`src/tmwg_pkg.sv`:
```
package tmwg_pkg;

  // Default sizes of the level and timer datapaths.
  localparam int LEVEL_BITS_DEF = 8;
  localparam int TIMER_BITS_DEF = 16;

  // Configuration register widths.
  localparam int MODE_BITS     = 2;
  localparam int AMP_BITS      = 8;
  localparam int LIMIT_BITS    = 16;
  localparam int CFG_DATA_BITS = 16;
  localparam int CFG_IDX_BITS  = 2;

  // Configuration register indexes.
  localparam logic [CFG_IDX_BITS-1:0] REG_WAVE_MODE = 2'd0;
  localparam logic [CFG_IDX_BITS-1:0] REG_AMPLITUDE = 2'd1;
  localparam logic [CFG_IDX_BITS-1:0] REG_PRESCALE  = 2'd2;
  localparam logic [CFG_IDX_BITS-1:0] REG_PERIOD    = 2'd3;

  // Waveform selection codes.
  localparam logic [MODE_BITS-1:0] MODE_SQUARE   = 2'd0;
  localparam logic [MODE_BITS-1:0] MODE_SAWTOOTH = 2'd1;
  localparam logic [MODE_BITS-1:0] MODE_TRIANGLE = 2'd2;

  // Reset value of the amplitude register.
  localparam logic [AMP_BITS-1:0] AMP_RESET = 8'd255;

  // Current configuration, as seen by the timer and the wave shaper.
  typedef struct packed {
    logic [MODE_BITS-1:0]  wave_mode;
    logic [AMP_BITS-1:0]   amplitude;
    logic [LIMIT_BITS-1:0] prescale;
    logic [LIMIT_BITS-1:0] period;
  } cfg_t;

endpackage

```
`src/tmwg_in_if.sv`:
```
interface tmwg_in_if;
  logic valid;
  logic ready;
  logic gate;

  modport source (output valid, output gate, input ready);
  modport sink (input valid, input gate, output ready);
endinterface

```
`src/tmwg_out_if.sv`:
```
interface tmwg_out_if #(
  parameter int LEVEL_BITS = tmwg_pkg::LEVEL_BITS_DEF
);
  logic                  valid;
  logic                  ready;
  logic [LEVEL_BITS-1:0] level;
  logic                  stepped;

  modport source (output valid, output level, output stepped, input ready);
  modport sink (input valid, input level, input stepped, output ready);
endinterface

```
`src/tmwg_cfg_regs.sv`:
```
module tmwg_cfg_regs (
  input  logic                               clk,
  input  logic                               rst,
  input  logic                               cfg_we,
  input  logic [tmwg_pkg::CFG_IDX_BITS-1:0]  cfg_idx,
  input  logic [tmwg_pkg::CFG_DATA_BITS-1:0] cfg_data,
  output tmwg_pkg::cfg_t                     cfg
);
  import tmwg_pkg::*;

  cfg_t regs;

  // Register file; each write takes the low bits of the data word.
  always_ff @(posedge clk) begin
    if (rst) begin
      regs.wave_mode <= MODE_SQUARE;
      regs.amplitude <= AMP_RESET;
      regs.prescale  <= '0;
      regs.period    <= '0;
    end else if (cfg_we) begin
      case (cfg_idx)
        REG_WAVE_MODE: regs.wave_mode <= cfg_data[MODE_BITS-1:0];
        REG_AMPLITUDE: regs.amplitude <= cfg_data[AMP_BITS-1:0];
        REG_PRESCALE:  regs.prescale  <= cfg_data[LIMIT_BITS-1:0];
        REG_PERIOD:    regs.period    <= cfg_data[LIMIT_BITS-1:0];
        default: begin
        end
      endcase
    end
  end

  assign cfg = regs;

endmodule

```
`src/tmwg_timer.sv`:
```
module tmwg_timer #(
  parameter int TIMER_BITS = tmwg_pkg::TIMER_BITS_DEF
) (
  input  logic           clk,
  input  logic           rst,
  input  logic           advance,
  input  tmwg_pkg::cfg_t cfg,
  output logic           period_wrap
);
  import tmwg_pkg::*;

  logic [TIMER_BITS-1:0] prescale_count;
  logic [TIMER_BITS-1:0] prescale_count_next;
  logic [TIMER_BITS-1:0] period_count;
  logic [TIMER_BITS-1:0] period_count_next;

  logic [TIMER_BITS+LIMIT_BITS-1:0] pre_wide;
  logic [TIMER_BITS+LIMIT_BITS-1:0] per_wide;
  logic [TIMER_BITS-1:0]            pre_lim;
  logic [TIMER_BITS-1:0]            per_lim;
  logic                             pre_wrap;

  // Limits are compared at the timer width.
  assign pre_wide = {{TIMER_BITS{1'b0}}, cfg.prescale};
  assign per_wide = {{TIMER_BITS{1'b0}}, cfg.period};
  assign pre_lim  = pre_wide[TIMER_BITS-1:0];
  assign per_lim  = per_wide[TIMER_BITS-1:0];

  // A counter at or above its limit wraps to zero on its next advance.
  assign pre_wrap    = (prescale_count >= pre_lim);
  assign period_wrap = advance && pre_wrap && (period_count >= per_lim);

  always_comb begin
    prescale_count_next = prescale_count;
    period_count_next   = period_count;
    if (advance) begin
      if (pre_wrap) begin
        prescale_count_next = '0;
        if (period_count >= per_lim) begin
          period_count_next = '0;
        end else begin
          period_count_next = period_count + 1'b1;
        end
      end else begin
        prescale_count_next = prescale_count + 1'b1;
      end
    end
  end

  always_ff @(posedge clk) begin
    if (rst) begin
      prescale_count <= '0;
      period_count   <= '0;
    end else begin
      prescale_count <= prescale_count_next;
      period_count   <= period_count_next;
    end
  end

endmodule

```
`src/tmwg_shaper.sv`:
```
module tmwg_shaper #(
  parameter int LEVEL_BITS = tmwg_pkg::LEVEL_BITS_DEF
) (
  input  logic                  clk,
  input  logic                  rst,
  input  logic                  period_wrap,
  input  logic                  gate,
  input  tmwg_pkg::cfg_t        cfg,
  output logic [LEVEL_BITS-1:0] level_next,
  output logic                  step
);
  import tmwg_pkg::*;

  logic [LEVEL_BITS-1:0] out_level;
  logic                  rising;
  logic                  rising_next;

  logic [LEVEL_BITS+AMP_BITS-1:0] amp_wide;
  logic [LEVEL_BITS-1:0]          amp;
  logic [LEVEL_BITS-1:0]          level_up;
  logic [LEVEL_BITS-1:0]          level_down;
  logic                           mode_known;

  // Amplitude is taken at the level width.
  assign amp_wide = {{LEVEL_BITS{1'b0}}, cfg.amplitude};
  assign amp      = amp_wide[LEVEL_BITS-1:0];

  assign level_up   = out_level + 1'b1;
  assign level_down = out_level - 1'b1;

  // The unused mode code never steps.
  assign mode_known = (cfg.wave_mode == MODE_SQUARE) || (cfg.wave_mode == MODE_SAWTOOTH)
                   || (cfg.wave_mode == MODE_TRIANGLE);
  assign step = period_wrap && gate && mode_known;

  // One waveform step per period wrap while the gate is high and the mode is known.
  always_comb begin
    level_next  = out_level;
    rising_next = rising;
    if (step) begin
      case (cfg.wave_mode)
        MODE_SQUARE: begin
          level_next = (out_level == '0) ? amp : '0;
        end
        MODE_SAWTOOTH: begin
          level_next = (out_level == amp) ? '0 : level_up;
        end
        MODE_TRIANGLE: begin
          if (rising) begin
            level_next = level_up;
            if (level_up == amp) begin
              rising_next = 1'b0;
            end
          end else begin
            level_next = level_down;
            if (level_down == '0) begin
              rising_next = 1'b1;
            end
          end
        end
        default: begin
        end
      endcase
    end
  end

  always_ff @(posedge clk) begin
    if (rst) begin
      out_level <= '0;
      rising    <= 1'b1;
    end else begin
      out_level <= level_next;
      rising    <= rising_next;
    end
  end

endmodule

```
`src/three_mode_waveform_generator_unit.sv`:
```
// Three-mode waveform generator: square, sawtooth and triangle.
//
// Each item on in_item is one tick of the base clock and carries the gate
// bit. A prescaler counts ticks up to the prescale register, a period counter
// counts prescaler wraps up to the period register, and when the period
// counter wraps on a tick with the gate high the output level takes one step.
// Each accepted item produces exactly one result item on out_item holding the
// level after that tick and a flag that tells whether it stepped.
// Configuration is to be written through cfg_we/cfg_idx/cfg_data by the user
// only while no item is in flight; the block itself does not enforce this.
// The result is held in the output register in the cycle after the item is
// accepted. One item is accepted per cycle while the receiver takes results;
// the counters and the level update in the same cycle that the item is taken.
// When the receiver stalls, the result stays in the output register and
// in_item.ready drops until it is taken; nothing is lost.
// Reset clears the counters and the level, sets the triangle direction to
// rising, and loads the register defaults (square, full amplitude, prescale
// and period zero).
module three_mode_waveform_generator_unit #(
  parameter int LEVEL_BITS = tmwg_pkg::LEVEL_BITS_DEF,
  parameter int TIMER_BITS = tmwg_pkg::TIMER_BITS_DEF
) (
  input  logic                               clk,
  input  logic                               rst,
  input  logic                               cfg_we,
  input  logic [tmwg_pkg::CFG_IDX_BITS-1:0]  cfg_idx,
  input  logic [tmwg_pkg::CFG_DATA_BITS-1:0] cfg_data,
  tmwg_in_if.sink                            in_item,
  tmwg_out_if.source                         out_item
);
  import tmwg_pkg::*;

  cfg_t                  cfg;
  logic                  accept;
  logic                  period_wrap;
  logic [LEVEL_BITS-1:0] level_next;
  logic                  step;

  logic                  out_valid;
  logic [LEVEL_BITS-1:0] out_level;
  logic                  out_stepped;

  // Take an item whenever the output register is free or being emptied.
  assign in_item.ready = !out_valid || out_item.ready;
  assign accept        = in_item.valid && in_item.ready;

  tmwg_cfg_regs u_cfg (
    .clk      (clk),
    .rst      (rst),
    .cfg_we   (cfg_we),
    .cfg_idx  (cfg_idx),
    .cfg_data (cfg_data),
    .cfg      (cfg)
  );

  tmwg_timer #(
    .TIMER_BITS (TIMER_BITS)
  ) u_timer (
    .clk         (clk),
    .rst         (rst),
    .advance     (accept),
    .cfg         (cfg),
    .period_wrap (period_wrap)
  );

  tmwg_shaper #(
    .LEVEL_BITS (LEVEL_BITS)
  ) u_shaper (
    .clk         (clk),
    .rst         (rst),
    .period_wrap (period_wrap),
    .gate        (in_item.gate),
    .cfg         (cfg),
    .level_next  (level_next),
    .step        (step)
  );

  // Output register.
  always_ff @(posedge clk) begin
    if (rst) begin
      out_valid <= 1'b0;
    end else if (accept) begin
      out_valid <= 1'b1;
    end else if (out_item.ready) begin
      out_valid <= 1'b0;
    end
  end

  always_ff @(posedge clk) begin
    if (accept) begin
      out_level   <= level_next;
      out_stepped <= step;
    end
  end

  assign out_item.valid   = out_valid;
  assign out_item.level   = out_level;
  assign out_item.stepped = out_stepped;

endmodule

```
`src/flat_wrapper.sv`:
```
// flat-port wrapper written by rule: the top's interface ports become plain ports
module three_mode_waveform_generator_unit_flat import tmwg_pkg::*;
#(
  parameter int LEVEL_BITS = tmwg_pkg::LEVEL_BITS_DEF,
  parameter int TIMER_BITS = tmwg_pkg::TIMER_BITS_DEF
)
  (clk, rst, cfg_we, cfg_idx, cfg_data, in_item_valid, in_item_gate, in_item_ready, out_item_valid, out_item_level, out_item_stepped, out_item_ready);
  tmwg_in_if in_item_i ();
  tmwg_out_if #(.LEVEL_BITS(LEVEL_BITS)) out_item_i ();
  input  logic clk;
  input  logic rst;
  input  logic cfg_we;
  input  logic [tmwg_pkg::CFG_IDX_BITS-1:0] cfg_idx;
  input  logic [tmwg_pkg::CFG_DATA_BITS-1:0] cfg_data;
  input wire logic [$bits(in_item_i.valid)-1:0] in_item_valid;
  input wire logic [$bits(in_item_i.gate)-1:0] in_item_gate;
  output wire logic [$bits(in_item_i.ready)-1:0] in_item_ready;
  output wire logic [$bits(out_item_i.valid)-1:0] out_item_valid;
  output wire logic [$bits(out_item_i.level)-1:0] out_item_level;
  output wire logic [$bits(out_item_i.stepped)-1:0] out_item_stepped;
  input wire logic [$bits(out_item_i.ready)-1:0] out_item_ready;
  assign in_item_i.valid = in_item_valid;
  assign in_item_i.gate = in_item_gate;
  assign in_item_ready = in_item_i.ready;
  assign out_item_valid = out_item_i.valid;
  assign out_item_level = out_item_i.level;
  assign out_item_stepped = out_item_i.stepped;
  assign out_item_i.ready = out_item_ready;
  three_mode_waveform_generator_unit #(.LEVEL_BITS(LEVEL_BITS), .TIMER_BITS(TIMER_BITS)) u_core (.clk(clk), .rst(rst), .cfg_we(cfg_we), .cfg_idx(cfg_idx), .cfg_data(cfg_data), .in_item(in_item_i), .out_item(out_item_i));
endmodule
```
`config.mk`:
```
export PLATFORM = sky130hd
export DESIGN_NAME = three_mode_waveform_generator_unit_flat
export DESIGN_NICKNAME = d
export VERILOG_FILES = /design/src/tmwg_pkg.sv /design/src/tmwg_in_if.sv /design/src/tmwg_out_if.sv /design/src/tmwg_cfg_regs.sv /design/src/tmwg_timer.sv /design/src/tmwg_shaper.sv /design/src/three_mode_waveform_generator_unit.sv /design/src/flat_wrapper.sv
export SDC_FILE = /design/constraint.sdc
export NUM_CORES = 1
export LEC_CHECK = 0
export BUFFER_PORTS_ARGS = -buffer_cell sky130_fd_sc_hd__clkbuf_2
export CAP_MARGIN = 10
export CORE_MARGIN = 10
export CORE_UTILIZATION = 65
export CTS_CLUSTER_DIAMETER = 200
export DETAILED_ROUTE_END_ITERATION = 12
export PLACE_DENSITY = 0.91
export RECOVER_POWER = 50
export SLEW_MARGIN = 10
export SYNTH_ARGS = -nofsm -noshare
export SYNTH_HDL_FRONTEND = slang
export SYNTH_SLANG_ARGS = --single-unit
```
`constraint.sdc`:
```
create_clock -name clk -period 5.5 [get_ports clk]
set_input_delay 1.1 -clock clk [delete_from_list [all_inputs] [get_ports clk]]
set_output_delay 1.1 -clock clk [all_outputs]
set_load 0.03 [all_outputs]
```
==> qor.json, run 1 <==
{
  "outcome": "complete, but fails checks",
  "failed_checks": "capacitance limit, slew limit",
  "netSwitchingFraction_pct": 31.6,
  "max_stage_delay_ns": 1.99,
  "drtPass1Iterations": 5,
  "number_of_global_route_vias_before_repair": 4681,
  "hold_viol": 0,
  "synth.ff_latch_count": 93,
  "timing.final.max_slew_violations": 63,
  "timing_worst_slew_pin_value_ns": 2.83,
  "drv.max_cap_violation_count": 1,
  "ys_types": 62,
  "io-pin-count": 35,
  "drt_iter0_drc": 340,
  "number_of_buffers_inserted_for_hold_repair_after_clock_tree_synthesis": 0,
  "layout-area-overhead-vs-synth_pct": 6.30,
  "cts_post_setup_buffers_inserted": 0,
  "max-vdd-ir-drop_uv": 180,
  "fp.dieArea_um2": 12100,
  "routed_via_density": 6.28,
  "finalWorstPathRequiredPeriod_ns": 3.76,
  "cts.clk_slew.worst_paths_ns": 0.10,
  "worstSkewPairLatency_ns": 0.36,
  "detailroute.via_count": 4854,
  "post_synth.cell_area_avg_um2": 8.07,
  "clock_sinks": 93,
  "detail_route.drc_violations": 0,
  "timing.final.crit_share_pct": 68.5,
  "grt_setup_unrepaired": "no",
  "synthesis.yosys.warnings": 0,
  "switchingPower_uw": 449,
  "row_count": 32,
  "routabilityCongestion": 0.966,
  "floorplan.die.width_um": 110,
  "timing.critical_path.from_type": "input port",
  "critical-path-top-cell-by-count": "clkbuf_1",
  "gr-usage-all-layers_pct": 22.5,
  "fmaxAchievable_mhz": 266,
  "grt_antenna_before_repair": 0,
  "register_area_share_after_synthesis_pct": 37.1,
  "yosys-top-cells-area": "dfxtp_1, ha_1, nand2_1",
  "synth_top_area_cell": "dfxtp_1",
  "cts_buffers": 9,
  "post_synth_inst_count": 652,
  "power.share.combinational_pct": 18.3,
  "finClkSkew_ns": 0.0107,
  "timing_worst_setup_path_type": "input port to register",
  "die_y_um": 110,
  "async_reset_ff_share_pct": 0,
  "worst-endpoint-arrival_ns": 3.99,
  "timing.max_slew.rel_slack_pct": -88.5,
  "place_inst": 757,
  "core-area_um2": 7810,
  "clk_path_buf_depth": 2,
  "path_cells": "clkbuf_1 -> clkbuf_1 -> or2_1 -> nor2_1",
  "nNetsFinal": 728,
  "final_layout_size_suffix_gt1_share_pct": 7.75,
  "synth-edff-count": 9,
  "cts_htree_levels": 3,
  "post_synth_instance_area_um2": 5260,
  "post_cts_resize_count": 0,
  "first_pass_grt_wire_length_mm": 22.0,
  "internal_power_uw": 970,
  "diodes": 0,
  "setup-tns-final_ns": 0,
  "area_share_of_the_largest_cell_type_after_synthesis_pct": 32.0,
  "syn-num-nets": 714,
  "grt_overflow_total": 0,
  "critical_path_required_ns": 5.73,
  "port_buffers": 34,
  "critPathCaptureType": "register",
  "critPathSlowestCell": "clkbuf_1",
  "critPathMaxFanout": 62,
  "min-delay-path-class": "register to register",
  "synth_flop_cell": "dfxtp_1",
  "grt_max_degree": 63,
  "drt-wirelength-per-cell_um": 17.3,
  "clock_tree.root_cell": "clkbuf_8",
  "power_frac_seq_pct": 51.8,
  "power.leakage_uw": 0.00211,
  "final_standard_cell_count_with_taps_included_and_fillers_excluded": 773,
  "drt_wl_total_mm": 13.4,
  "effective_utilization_at_floorplan_pct": 67.4,
  "ant_nets": 0,
  "timing.final.setup_violations": 0,
  "cts_tree": "built",
  "dpl.hpwl_mm": 9.96,
  "clock_power_share_pct": 29.9,
  "power-per-cell-area_nw_per_um2": 254
}
-- registers in the layout (all words and copies together), names as in the netlist --
name and cells:
u_core.out_item.level 8, u_core.out_item.stepped 1, u_core.out_item.valid 1, u_core.u_cfg.cfg 42, u_core.u_shaper.out_level 8, u_core.u_shaper.rising 1
u_core.u_timer.period_count 16, u_core.u_timer.prescale_count 16
-- power by group through the flow --
stage	clock, µW	sequential [µW]	combinational [µW]
6_report	424	736	259
5_1_grt	453	739	284
2_1_floorplan	0	750	187
3_5_place_dp	0	751	254
3_3_place_gp	0	750	249
4_1_cts	425	735	256
-- cell families after synthesis --
kind of cell    synth area share, %
simple gates                   24.1
compound gates                 17.3
flops                          37.1
buf+inv                        5.88
fa+ha+maj                      9.04
xor+xnor                       6.00
mux                           0.571
-- per-stage QoR --
step / power [µW] / hold slack (ns) / worst slack [ns] / instance area (µm²) / util, %
2_1_floorplan: 937 / 0.436 / 2.33 / 5260 / -
3_3_place_gp: 999 / 0.443 / 2.36 / 5420 / 69.5
3_5_place_dp: 1000 / 0.449 / 2.19 / 5420 / 69.5
4_1_cts: 1420 / 0.462 / 2.30 / 5600 / 71.8
5_1_grt: 1470 / 0.489 / 1.53 / 5590 / 71.6
6_report: 1420 / 0.460 / 1.74 / 5590 / 71.6
-- routing by layer --
| metal | up-vias | global-route usage (%) | part of all wire (%) |
|---|---|---|---|
| met4 | 0 | 9.01 | 3.3 |
| met1 | 2295 | 25.8 | 40 |
| met5 | - | 0 | 0 |
| li1 | 2318 | - | - |
| met3 | 38 | 5.38 | 7.3 |
| met2 | 203 | 39.2 | 49 |
-- cell type report --
class                           instances  area, µm²
Tap cell                              102        128
Multi-Input combinational cell        483       3000
Clock inverter                          7       56.3
Sequential cell                        93       1950
Timing Repair Buffer                   36        171
Clock buffer                            9        124
Fill cell                             621       2220
Inverter                               43        161
-- cells in the final DEF, fill, tap and decap left out, types with 4 or more instances in the layout --
cell	count
nor4_1	8
clkbuf_2	29
inv_1	42
o21ai_0	21
a221oi_1	5
ha_1	38
dfxtp_1	84
a21oi_1	56
nor3b_1	8
xor2_1	14
nand4_1	11
nor2b_1	7
nand3_1	30
clkbuf_8	9
nor2_1	37
nand2b_1	6
clkbuf_1	7
nand2_1	122
and2_1	4
edfxtp_1	9
a211oi_1	4
xnor2_1	22
nor3_1	13
a32o_1	14
and3_1	9
-- synth_stat cells, drive strengths merged (4+ instances only) --
cell type / count
nand4: 11
a31oi: 4
a21oi: 56
and2: 4
a221oi: 5
nor2b: 7
xnor2: 22
ha: 38
nor3: 14
xor2: 14
dfxtp: 84
nor3b: 8
nand2: 122
nand2b: 6
a211oi: 4
inv: 42
nand3: 30
and3: 9
clkbuf: 23
nor2: 37
a32o: 14
o21ai: 22
nor4: 8
buf: 10
edfxtp: 9
-- worst max-delay path, delay by kind of cell --
kind,cells,cell delay (ns)
buffers and inverters,2,2.08
and+or+nand+nor,2,0.75
-- final timing paths --
path,start,endpoint,slack [ns],depth (start not counted)
max reg2reg,u_core.u_timer.period_count[11],u_core.out_item.level[3],2.21,8
max,rst,u_core.u_timer.prescale_count[4],1.74,4
min,u_core.u_cfg.cfg[30],u_core.u_cfg.cfg[30],0.46,2
min reg2reg,u_core.u_cfg.cfg[30],u_core.u_cfg.cfg[30],0.46,2
Note: power is estimated with default switching activity, not from simulation.
==> run 2: changes to the inputs <==
- CORE_UTILIZATION: 65 -> 55
- PLACE_DENSITY: 0.91 -> 0.82
- clock period: 5.5 -> 3.2 ns (I/O delays scaled with it)
==> qor.json, run 2 (synthesized netlist as in run 1, its figures left out) <==
{
  "grt_most_used_layer": {"value": "met2", "change": "unchanged"},
  "effective_utilization_at_floorplan": {"value": 56.6, "unit": "%", "change": "was 67.4%"},
  "diodes": {"value": 0, "change": "unchanged"},
  "core-area": {"value": 9280, "unit": "µm²", "change": "was 7810 µm²"},
  "cts.clk_slew.worst_paths": {"value": 0.09, "unit": "ns", "change": "was 0.10 ns"},
  "grt_overflow_total": {"value": 0, "change": "unchanged"},
  "timing.final.crit_share_pct": 86.9,
  "grt_setup_unrepaired": {"value": "no", "change": "unchanged"},
  "row_count": {"value": 35, "change": "was 32"},
  "die_y": {"value": 118, "unit": "µm", "change": "was 110 µm"},
  "clock_tree.root_cell": {"value": "clkbuf_8", "change": "unchanged"},
  "largest_register_ffs": {"value": 42, "change": "unchanged"},
  "timing.final.max_slew_violations": {"value": 0, "change": "was 63"},
  "drt_wl_total": {"value": 13.4, "unit": "mm", "change": "about the same"},
  "routed_via_density": {"value": 5.91, "change": "was 6.28"},
  "worst-endpoint-arrival": {"value": 3.04, "unit": "ns", "change": "was 3.99 ns"},
  "path_cells": {"value": "inv_1 -> ha_1 -> nand2b_1 -> a2111o_1 -> a41oi_2 -> a31oi_4 -> and2_1 -> a32o_1", "change": "was clkbuf_1 -> clkbuf_1 -> or2_1 -> nor2_1"},
  "layout-area-overhead-vs-synth": {"value": 8.04, "unit": "%", "change": "was 6.30%"},
  "nNetsFinal": {"value": 734, "change": "was 728"},
  "port_buffers": {"value": 34, "change": "unchanged"},
  "floorplan.die.width": {"value": 118, "unit": "µm", "change": "was 110 µm"},
  "final_layout_size_suffix_gt1_share": {"value": 8.42, "unit": "%", "change": "was 7.75%"},
  "worst_path_bufs_invs": {"value": 1, "change": "was 2"},
  "clk_path_buf_depth": {"value": 2, "change": "unchanged"},
  "number_of_global_route_vias_before_repair": {"value": 4825, "change": "was 4681"},
  "critPathMaxFanout": {"value": 19, "change": "was 62"},
  "final_standard_cell_count_with_taps_included_and_fillers_excluded": {"value": 806, "change": "was 773"},
  "routabilityCongestion": {"value": 0.917, "change": "was 0.966"},
  "cts_post_setup_buffers_inserted": {"value": 0, "change": "unchanged"},
  "setup-tns-final": {"value": 0, "unit": "ns", "change": "unchanged"},
  "cts_tree": {"value": "built", "change": "unchanged"},
  "timing_worst_setup_path_type": {"value": "register to register", "change": "was input port to register"},
  "drv.max_cap_violation_count": {"value": 0, "change": "was 1"},
  "finalWorstPathRequiredPeriod_ns": 2.78,
  "critPathCaptureType": {"value": "register", "change": "unchanged"},
  "power-per-cell-area": {"value": 441, "unit": "nW/µm²", "change": "was 254 nW/µm²"},
  "grt_max_degree": {"value": 62, "change": "was 63"},
  "drtPass1Iterations": {"value": 5, "change": "unchanged"},
  "timing_worst_slew_pin_value": {"value": 1.27, "unit": "ns", "change": "was 2.83 ns"},
  "max-vdd-ir-drop": {"value": 224, "unit": "µV", "change": "was 180 µV"},
  "min-delay-path-class": {"value": "register to register", "change": "unchanged"},
  "crit_family": {"value": "compound AO/OA/AOI/OAI gates", "change": "was buffers and inverters"},
  "finClkSkew": {"value": 0.0121, "unit": "ns", "change": "was 0.0107 ns"},
  "dpl.hpwl": {"value": 9.94, "unit": "mm", "change": "was 9.96 mm"},
  "mostFrequentLayoutCell": {"value": "nand2_1", "change": "unchanged"},
  "outcome": {"value": "finished clean", "change": "was complete, but fails checks"},
  "detailroute.via_count": {"value": 4763, "change": "was 4854"},
  "post_cts_resize_count": {"value": 0, "change": "unchanged"},
  "power.leakage": {"value": 0.00215, "unit": "µW", "change": "was 0.00211 µW"},
  "hold_viol": {"value": 0, "change": "unchanged"},
  "timing.critical_path.from_type": {"value": "register", "change": "was input port"},
  "gr-usage-all-layers": {"value": 19.6, "unit": "%", "change": "was 22.5%"},
  "max_stage_delay": {"value": 0.43, "unit": "ns", "change": "was 1.99 ns"},
  "fmaxAchievable_mhz": 360,
  "globalRouteMet1Util": {"value": 22.6, "unit": "%", "change": "was 25.8%"},
  "first_pass_grt_wire_length": {"value": 23.0, "unit": "mm", "change": "was 22.0 mm"},
  "place_inst": {"value": 790, "change": "was 757"},
  "grt_antenna_before_repair": {"value": 0, "change": "unchanged"},
  "ant_nets": {"value": 0, "change": "unchanged"},
  "gr-usage-met3": {"value": 4.22, "unit": "%", "change": "was 5.38%"},
  "timing.max_slew.rel_slack": {"value": 15.0, "unit": "%", "change": "was -88.5%"},
  "critical_path_required": {"value": 3.46, "unit": "ns", "change": "was 5.73 ns"},
  "worstSkewPairLatency": {"value": 0.37, "unit": "ns", "change": "was 0.36 ns"},
  "fp.dieArea": {"value": 13900, "unit": "µm²", "change": "was 12100 µm²"},
  "drt_iter0_drc": {"value": 423, "change": "was 340"},
  "use_met2": {"value": 33.1, "unit": "%", "change": "was 39.2%"},
  "clock_sinks": {"value": 93, "change": "unchanged"},
  "timing.final.setup_violations": {"value": 0, "change": "unchanged"},
  "final_cell_mix": {"value": "nand2_1, dfxtp_1, a21oi_1", "change": "unchanged"},
  "cts_buffers": {"value": 9, "change": "unchanged"},
  "io-pin-count": {"value": 35, "change": "unchanged"},
  "critPathSlowestCell": {"value": "a2111o_1", "change": "was clkbuf_1"},
  "drt-wirelength-per-cell": {"value": 16.6, "unit": "µm", "change": "was 17.3 µm"},
  "cts_htree_levels": {"value": 3, "change": "unchanged"},
  "number_of_buffers_inserted_for_hold_repair_after_clock_tree_synthesis": {"value": 0, "change": "unchanged"},
  "detail_route.drc_violations": {"value": 0, "change": "unchanged"}
}
run 2: cell types whose count changed in the layout (fill, tap and decap cells not counted), sizes merged:
cell / before / now
clkbuf: 45 / 47
clkinvlp: 1 / 2
clkinv: 4 / 1
buf: 0 / 6
bufinv: 0 / 1
inv: 45 / 44
run 2: power by group:
part | total [µW] | internal [µW] | switching [µW]
Clock | 789 | 365 | 424
Sequential | 1250 | 1220 | 36.0
Combinational | 461 | 167 | 294
Total | 2500 | 1750 | 753
run 2: final timing paths:
check,cells past startpoint,start,end,slack (ns)
worst min-delay path,2,u_core.u_cfg.cfg[15],u_core.u_cfg.cfg[15],0.46
worst max register to register,8,u_core.u_timer.prescale_count[0],u_core.u_timer.period_count[7],0.42
worst min register to register,2,u_core.u_cfg.cfg[15],u_core.u_cfg.cfg[15],0.46
worst max-delay path,8,u_core.u_timer.prescale_count[0],u_core.u_timer.period_count[7],0.42
run 2: layout make-up:
class / count / area, µm²
Sequential cell: 93 / 1950
Tap cell: 129 / 161
Multi-Input combinational cell: 483 / 3000
Clock inverter: 5 / 60.1
Fill cell: 847 / 3600
Inverter: 43 / 161
Timing Repair Buffer: 42 / 218
Clock buffer: 11 / 131
run 2: tightest hold or removal path, stage by stage, from the launching register on:
cell	delay (ns)
dfxtp_1	0.32
nand2_1	0.05
a21oi_1	0.05
run 2: stage by stage:
step	power (µW)	worst slack, ns	util [%]	cell area [µm²]	hold slack (ns)
after floorplan	1610	0.488	-	5260	0.436
after global placement	1720	0.603	59.3	5500	0.444
after detailed placement	1740	0.462	59.3	5500	0.447
after CTS	2520	0.458	61.3	5690	0.460
after global routing	2630	0.224	61.2	5680	0.481
final	2500	0.419	61.2	5680	0.461
run 2: metal layers:
metal | part of all wire, % | wire length, µm
met1 | 42 | 5610
met3 | 5.2 | 700
met5 | 0 | 0
met4 | 3.8 | 505
met2 | 49 | 6600
